## src/rtl/indexed_insert_delete_list_assert.svh

```systemverilog
// Assertion macros for the indexed insert/delete list.
// Included by the top level; no other dependencies.
`ifndef INDEXED_INSERT_DELETE_LIST_ASSERT_SVH
`define INDEXED_INSERT_DELETE_LIST_ASSERT_SVH

// Same-cycle implication, off while reset is high.
`define IIDL_ASSERT_NOW(label, clk, rst, ante, cons, msg) \
   label: assert property (@(posedge clk) disable iff (rst) (ante) |-> (cons)) else $error(msg);

// Next-cycle implication, off while reset is high.
`define IIDL_ASSERT_NEXT(label, clk, rst, ante, cons, msg) \
   label: assert property (@(posedge clk) disable iff (rst) (ante) |=> (cons)) else $error(msg);

`endif

```

## src/rtl/iidl_pkg.sv

```systemverilog
// Shared types and codes for the indexed insert/delete list.
// No dependencies.
package iidl_pkg;

   localparam int CAPACITY_DEF = 64;
   localparam int GRP_SIZE     = 8;   // cells per first-level read group

   localparam logic [2:0] ACT_GET  = 3'd0;
   localparam logic [2:0] ACT_HEAD = 3'd1;
   localparam logic [2:0] ACT_TAIL = 3'd2;
   localparam logic [2:0] ACT_AT   = 3'd3;
   localparam logic [2:0] ACT_DEL  = 3'd4;

   localparam logic [1:0] ST_DONE  = 2'd0;
   localparam logic [1:0] ST_RANGE = 2'd1;
   localparam logic [1:0] ST_FULL  = 2'd2;

   typedef enum logic {
      FSM_IDLE,
      FSM_REDUCE
   } fsm_type;

   typedef enum logic [1:0] {
      CELL_HOLD,
      CELL_INS,
      CELL_DEL
   } cell_op_type;

   typedef enum logic [1:0] {
      RD_ZERO,
      RD_ELEM,
      RD_ERR
   } rd_kind_type;

   typedef struct packed {
      cell_op_type        op;
      logic signed [31:0] value;
   } cell_ctl_type;

   typedef struct packed {
      logic [2:0]         action;
      logic [6:0]         position;
      logic signed [31:0] new_value;
   } req_type;

   typedef struct packed {
      logic signed [31:0] read_value;
      logic [1:0]         status;
      logic [6:0]         length;
   } rsp_type;

endpackage

```

## src/rtl/iidl_cell.sv

```systemverilog
// One element slot of the list chain: shifts with its neighbors on insert/delete.
// Depends on iidl_pkg.
module iidl_cell
   import iidl_pkg::*;
#(
   parameter int CNT_W = 7,
   parameter int IDX   = 0
) (
   input  logic               clock,
   input  cell_ctl_type       ctl,
   input  logic [CNT_W-1:0]   pos,
   input  logic signed [31:0] left_data,
   input  logic signed [31:0] right_data,
   output logic signed [31:0] data,
   output logic signed [31:0] sel_data
);

   localparam logic [CNT_W-1:0] MY_IDX = CNT_W'(IDX);

   logic signed [31:0] data_ff;
   logic signed [31:0] data_in;

   always_comb begin
      data_in = data_ff;
      case (ctl.op)
         CELL_INS: begin
            if (MY_IDX > pos) begin
               data_in = left_data;
            end else if (MY_IDX == pos) begin
               data_in = ctl.value;
            end
         end
         CELL_DEL: begin
            if (MY_IDX >= pos) begin
               data_in = right_data;
            end
         end
         default: begin
            data_in = data_ff;
         end
      endcase
   end

   always_ff @(posedge clock) begin
      data_ff <= data_in;
   end

   assign data     = data_ff;
   assign sel_data = (MY_IDX == pos) ? data_ff : 32'sd0;

endmodule

```

## config.mk

```make
export PLATFORM = sky130hd
export DESIGN_NAME = iidl_cell
export DESIGN_NICKNAME = d
export VERILOG_FILES = /design/src/rtl/indexed_insert_delete_list_assert.svh /design/src/rtl/iidl_pkg.sv /design/src/rtl/iidl_cell.sv
export SDC_FILE = /design/constraint.sdc
export NUM_CORES = 1
export LEC_CHECK = 0
export BUFFER_PORTS_ARGS = -buffer_cell sky130_fd_sc_hd__buf_2
export CAP_MARGIN = 20
export CORE_ASPECT_RATIO = 0.6
export CORE_UTILIZATION = 41
export DETAILED_ROUTE_END_ITERATION = 6
export GPL_TIMING_DRIVEN = 0
export PLACE_DENSITY = 0.84
export SYNTH_ARGS = -nofsm -noshare
export SYNTH_HDL_FRONTEND = slang
export SYNTH_SLANG_ARGS = --single-unit
```

## constraint.sdc

```tcl
create_clock -name clock -period 6 [get_ports clock]
set_input_delay 0.6 -clock clock [delete_from_list [all_inputs] [get_ports clock]]
set_output_delay 0.6 -clock clock [all_outputs]
set_load 0.05 [all_outputs]
```

==> results.md, run 1 <==
- Status: completed
- N_diodes: 0
- Crit path launch type: input pin
- DRT iter0 DRCs: 28
- Layout Utilization: 65.2%
- CP bufs+invs: 4
- Routed vias/inst: 4.61
- Tcrit/Tclk final: 42.9%
- Layout filler cell count: 348
- Resized Gates After CTS: 0
- Final instance area: 0.00281 mm2
- Routed WL: 4.79 mm
- H-Tree Depth: 2
- Final setup viols: 0
- Wirelength per Cell: 13.5 um
- CP Max Fanout: 10
- ANT nets after route: 0
- Syn-to-layout area delta: 46.2%
- Antenna violations before repair: 0
- Ports: 170
- Post-Place Cells: 346
- RSZ-0062 raised after global routing: no
- Drt drc: 0
- FMAX: 0.388 GHz
- Crit path DAT: 1.98 ns
- GRT overflow: 0
- Pwr Density: 238 mW/mm2
- Hold Path Stages: 2
- Syn Nets: 256
- CP startpoint: pos[2]
- Mean Syn Cell Area: 13.0 um2
- Global Route Usage Sum: 18.8%
- Crit Path Category: in -> out
- Postcts setup bufs: 0
- Type of the most critical hold path: in -> reg
- Leakage: 1.35 nW
- # clock sinks: 32
- Hold_ws: 0.621 ns
- Worst path max stage delay: 0.53 ns
- Mapped Cells: 148
- Post-route setup TNS: 0 ns
- Placed instance area: 0.00273 mm2
- Die area: 0.00496 mm2
- CTS Buf Count: 5
- GPL Wtd Cong: 0.740
- Core Region: 0.00430 mm2
- Vias in the first global route: 1455
- CTS Buffer Depth: 2
- First-pass GRT wire length: 6.95 mm
- Die Y: 55.0 um
- Data required time at the worst endpoint: 5.40 ns
- Hold-fix buffers, CTS: 0
- Distinct cells, synth: 16
- Final net count: 401
- Maximum VDD drop: 0.000134 V
- Fraction of layout cells with a size suffix above 1: 73.5%
- DRT Pass-1 Iters: 4
- Seq cells post-synth: 32
- Port bufs: 137
- CTS tree: built
- Max reg flops: 32
- Delay-heaviest family, CP: buffers and inverters
- Hpwl dp: 3.86 mm
- Most frequent CP cell: buf_2
- Sequential fraction of the synthesis area: 50.1%
- Worst path cell trace: buf_2 -> or4_4 -> buf_6 -> buf_8 -> nor3_2 -> buf_2
- Fin cells: 354
- Max_slew headroom: 38.8%
- Max cap viols: 0
- Total vias in the final route: 1631
- Largest net degree at the start of global routing: 18
- Synthesized cell area: 0.00192 mm2
- Slowest CP cell: or4_4
- Initial Utilization: 44.6%
- Clock root cell: clkbuf_8
- Die W: 90.3 um
- # rows: 18
- Hold Violations, Final: 0
- Crit end category: output pin
- Least-Margin Pin Slew: 0.917 ns
- Worst setup path endpoint: sel_data[29]
- Max Slew Vio Count: 0
- Synth Warn #: 0
- Crit. path cell count: 6
- Final Critical Period: 2.58 ns
- Clk slew on worst S/H paths: 0.07 ns
==> cells by family after synthesis <==
group	share of synthesized area, %
compound gates	0.457
fa+ha+maj	1.30
buf+inv	11.8
flops	50.1
mux	18.8
simple gates	17.5
==> Yosys cell counts, drive strengths merged <==
cell | number | area share, %
inv | 34 | 6.7
edfxtp | 32 | 50
mux2 | 32 | 19
nor3 | 32 | 16
buf | 10 | 4.8
clkbuf | 2 | 0.39
ha | 2 | 1.3
or4 | 2 | 0.98
o32ai | 1 | 0.46
or3 | 1 | 0.33
==> stage by stage <==
stage                     power (mW)  worst slack [ns]
after floorplan                0.449              1.85
after global routing           0.694              3.37
final                          0.667              3.42
after global placement         0.505             0.462
after CTS                      0.671              3.42
after detailed placement       0.514              3.25
==> layout make-up <==
cell class	count	area, um2	area share [%]
Tap cell	60	75.1	2.68
Timing Repair Buffer	138	713	25.4
Multi-Input combinational cell	70	749	26.7
Clock inverter	1	3.75	0.134
Buffer	12	98.8	3.52
Sequential cell	32	961	34.3
Clock buffer	7	76.3	2.72
Inverter	34	128	4.55
==> placed cells by master, fill, tap and decap left out, drive strengths merged <==
cell / count
or3: 1
buf: 148
edfxtp: 32
clkbuf: 9
nor3: 32
ha: 2
clkinv: 1
inv: 34
mux2: 32
o32ai: 1
or4: 2
==> worst min path at each step <==
stage                         from       end  slack, ns
global route                ctl[2]   data[2]       0.61
global placement    right_data[26]  data[26]       0.90
floorplan                   ctl[0]   data[0]       0.82
finish              right_data[10]  data[10]       0.62
CTS                 right_data[10]  data[10]       0.62
detailed placement   right_data[2]   data[2]       0.90
==> layer usage <==
layer	wire length, um	vias to the layer above	global-route usage, %
met1	2020	767	23.2
met4	22	0	4.30
met3	282	4	6.15
met2	2470	65	33.2
met5	0	-	0
li1	-	795	-
==> where the power goes <==
part | switching (mW) | leakage (nW) | internal (mW)
clock network | 0.0772 | 0.0399 | 0.0807
logic | 0.152 | 1.01 | 0.0634
registers | 0.0127 | 0.302 | 0.281
(Power assumes the default switching activity.)
==> run 2, diff against run 1 <==
- ABC_AREA: unset -> 1
- CORE_UTILIZATION: 41 -> 35
- PLACE_DENSITY: 0.84 -> 0.75
- clock period: 6 -> 2.3 ns (I/O delays scaled with it)
==> run 2 against run 1 <==
Net effect: the flow now finishes with violations (design-rule violations); cell area increased by 4.9%; synthesized area increased by 6.2%; critical path depth up 2; synthesized cell count down 19%; wire length decreased by 4.2%; clock-buffer cell count is 2 lower; power increased to 2.8 times the previous value.
==> results.md, run 2 <==
- Status: complete, but fails checks
- Failing checks: design-rule violations
- Number of flops mapped to enable cells by yosys: 32 (unchanged)
- Antenna violations before repair: 0 (unchanged)
- Sw Ratio: 33.0% (-3.3 points)
- Vias in the first global route: 1283 (-12%)
- P_int: 1.25 mW (+190%)
- Crit end category: flop
- Leading area contributor after synthesis: edfxtp_1
- Setup WS pre-CTS: 0.138 ns (-3.11 ns)
- Share of the synthesized area in the top cell type: 47.2% (-2.9 points)
- Data required time at the worst endpoint: 2.20 ns (-3.20 ns)
- H-Tree Depth: 2 (unchanged)
- Global Route Usage Sum: 13.8% (-5.0 points)
- Most frequent cells in the layout: buf_2 (137), edfxtp_1 (32), nor3b_2 (30), mux2_4 (29), buf_6 (7)
- Post-synthesis mux area share: 23.0% (+4.2 points)
- Total vias in the final route: 1501 (-8.0%)
- Max reg flops: 32 (unchanged)
- Hold-fix buffers, CTS: 0 (unchanged)
- CP Max Fanout: 32 (+22)
- Resized Gates After CTS: 0 (unchanged)
- Synth area leaders: edfxtp_1 (47%), mux2_4 (21%), nor3b_2 (18%), buf_6 (3.9%), buf_12 (2.9%)
- CTS Buf Count: 5 (unchanged)
- Combinational share of power: 30.6% (-1.7 points)
- Slowest CP cell: nor2_4
- Mapped Cells: 120 (-19%)
- Post-synthesis compound-gate area fraction: 0% (-0.46 points)
- Simple-Gate Fraction of Synth Area: 21.2% (+3.6 points)
- Hpwl dp: 3.54 mm (-8.2%)
- Synth Area in XOR/XNOR: 0% (unchanged)
- Sequential fraction of the synthesis area: 47.2% (-2.9 points)
- Tcrit/Tclk final: 79.0%
- CTS tree: built
- Clock root cell: clkbuf_8
- Mean Syn Cell Area: 17.0 um2 (+31%)
- FMAX: 0.551 GHz
- Initial Utilization: 36.4% (-8.2 points)
- Core Region: 0.00560 mm2 (+30%)
- Clk slew on worst S/H paths: 0.08 ns (about the same)
- Drt drc: 1 (+1)
- Hold wc startpoint: right_data[7]
- Most frequent CP cell: nor2_1
- Final Critical Period: 1.82 ns
- Final setup viols: 0 (unchanged)
- Crit path DAT: 1.72 ns (-0.26 ns)
- GRT overflow: 0 (unchanged)
- Largest net degree at the start of global routing: 33 (+15)
- Most common cell in the synthesized netlist: edfxtp_1
- Die W: 100 um (+11%)
- Final net count: 372 (-7.2%)
- Layout filler cell count: 512 (+47%)
- N_diodes: 0 (unchanged)
- Setup WS post-layout: 0.484 ns (-2.94 ns)
- Worst Hold End: data[7]
- Maximum VDD drop: 0.000216 V (+62%)
- Net Sw Power: 0.615 mW (+150%)
- Worst path max stage delay: 0.68 ns (+0.15 ns)
- Pwr Density: 635 mW/mm2 (+170%)
- Crit Path Category: in -> reg
- Routed vias/inst: 4.35 (-5.6%)
- Synth Warn #: 0 (unchanged)
- Die area: 0.00614 mm2 (+24%)
- Max Slew Vio Count: 0 (unchanged)
- Hold_ws: 0.240 ns (-0.381 ns)
- Routed WL: 4.59 mm (-4.2%)
- Commonest non-fill, non-tap cell in the layout: buf_2
- ANT nets after route: 0 (unchanged)
- Ports: 170 (unchanged)
- Max cap viols: 0 (unchanged)
- FFs w/ async S/R, synth: 0% (unchanged)
- GPL Wtd Cong: 0.646 (-13%)
- Type of the most critical hold path: in -> reg
- Commonest cells post-synth: edfxtp_1 (32), nor3b_2 (30), mux2_4 (29)
- Leakage: 1.34 nW (-0.51%)
- Combinational family with the most area after synthesis: multiplexers
- Primary FF master, synth: edfxtp_1
- Least-Margin Pin Slew: 0.890 ns (-0.0274 ns)
- DRT Pass-1 Iters: 6 (+2)
- RSZ-0062 raised after global routing: no
- Post-route setup TNS: 0 ns (unchanged)
- Distinct cells, synth: 13 (-3)
- # clock sinks: 32 (unchanged)
- Syn-to-layout area delta: 44.4%
- First-pass GRT wire length: 6.20 mm (-11%)
- Layout Utilization: 52.6% (-13 points)
- Crit path launch type: input pin
- # rows: 21 (+3)
- Synthesized cell area: 0.00204 mm2 (+6.2%)
- Die Y: 61.1 um (+11%)
- Hold Path Stages: 2 (unchanged)
- Postcts setup bufs: 0 (unchanged)
- Seq cells post-synth: 32 (unchanged)
- CTS Buffer Depth: 2 (unchanged)
- Clock network power share: 28.7% (+5.0 points)
- Wirelength per Cell: 13.3 um (-1.7%)
- Part of the power in registers: 40.7% (-3.3 points)
- Synth Area in Adders: 1.23% (-0.076 points)
- Worst path cell trace: buf_2 -> inv_1 -> ha_1 -> buf_6 -> buf_12 -> nor2_1 -> nor2_1 -> nor2_4
- Port bufs: 137 (unchanged)
- DRT iter0 DRCs: 29 (+3.6%)
- Hold Violations, Final: 0 (unchanged)
- Fraction of layout cells with a size suffix above 1: 83.8% (+10 points)
- Max_slew headroom: 40.5% (+1.7 points)
- Syn Nets: 228 (-11%)
run 2: critical path: cells and delay by family:
kind / cells / cell delay (ns)
simple gates: 3 / 0.85
buf+inv: 4 / 0.43
fa+ha+maj: 1 / 0.20
run 2: routing by layer:
| metal | vias up | share of wire, % | global-route usage [%] |
|---|---|---|---|
| li1 | 734 | - | - |
| met1 | 699 | 48 | 18.2 |
| met2 | 68 | 48 | 22.2 |
| met3 | 0 | 4.2 | 3.86 |
| met4 | 0 | 0 | 4.97 |
| met5 | - | 0 | 0 |
run 2: power by group through the flow:
stage | clock network (mW) | registers [mW] | logic (mW)
floorplan | 0 | 1.02 | 0.172
global placement | 0 | 0.770 | 0.568
detailed placement | 0 | 0.772 | 0.576
CTS | 0.557 | 0.760 | 0.577
global route | 0.575 | 0.769 | 0.598
finish | 0.536 | 0.759 | 0.571
run 2: cell families after synthesis:
| family | after synthesis |
|---|---|
| DFF | 32 |
| and+or+nand+nor | 41 |
| muxes | 32 |
| buffers and inverters | 13 |
| adders and majority gates | 2 |
run 2: metrics by stage:
| stage | std cells | area [um2] | total power [mW] |
|---|---|---|---|
| floorplan | 120 | 2040 | 1.19 |
| global placement | 337 | 2830 | 1.34 |
| detailed placement | 337 | 2830 | 1.35 |
| CTS | 345 | 2940 | 1.89 |
| global route | 345 | 2940 | 1.94 |
| finish | 345 | 2940 | 1.87 |
run 2: how the worst max path moves through the flow:
| stage | from | to | slack (ns) | cells after the start |
|---|---|---|---|---|
| floorplan | ctl[32] | data[0] | 0.19 | 7 |
| detailed placement | ctl[32] | data[6] | 0.14 | 8 |
| CTS | ctl[32] | data[28] | 0.44 | 8 |
| global placement | ctl[32] | data[6] | -0.32 | 8 |
| global route | ctl[32] | data[28] | 0.32 | 8 |
| finish | ctl[32] | data[24] | 0.48 | 8 |
run 2: area by class of cell:
cell class / instances / area (um2) / area share, %
Timing Repair Buffer: 137 / 686 / 23.3
Tap cell: 80 / 100 / 3.40
Sequential cell: 32 / 961 / 32.7
Clock inverter: 3 / 42.5 / 1.45
Inverter: 3 / 11.3 / 0.383
Buffer: 10 / 139 / 4.72
Clock buffer: 5 / 68.8 / 2.34
Multi-Input combinational cell: 75 / 933 / 31.7
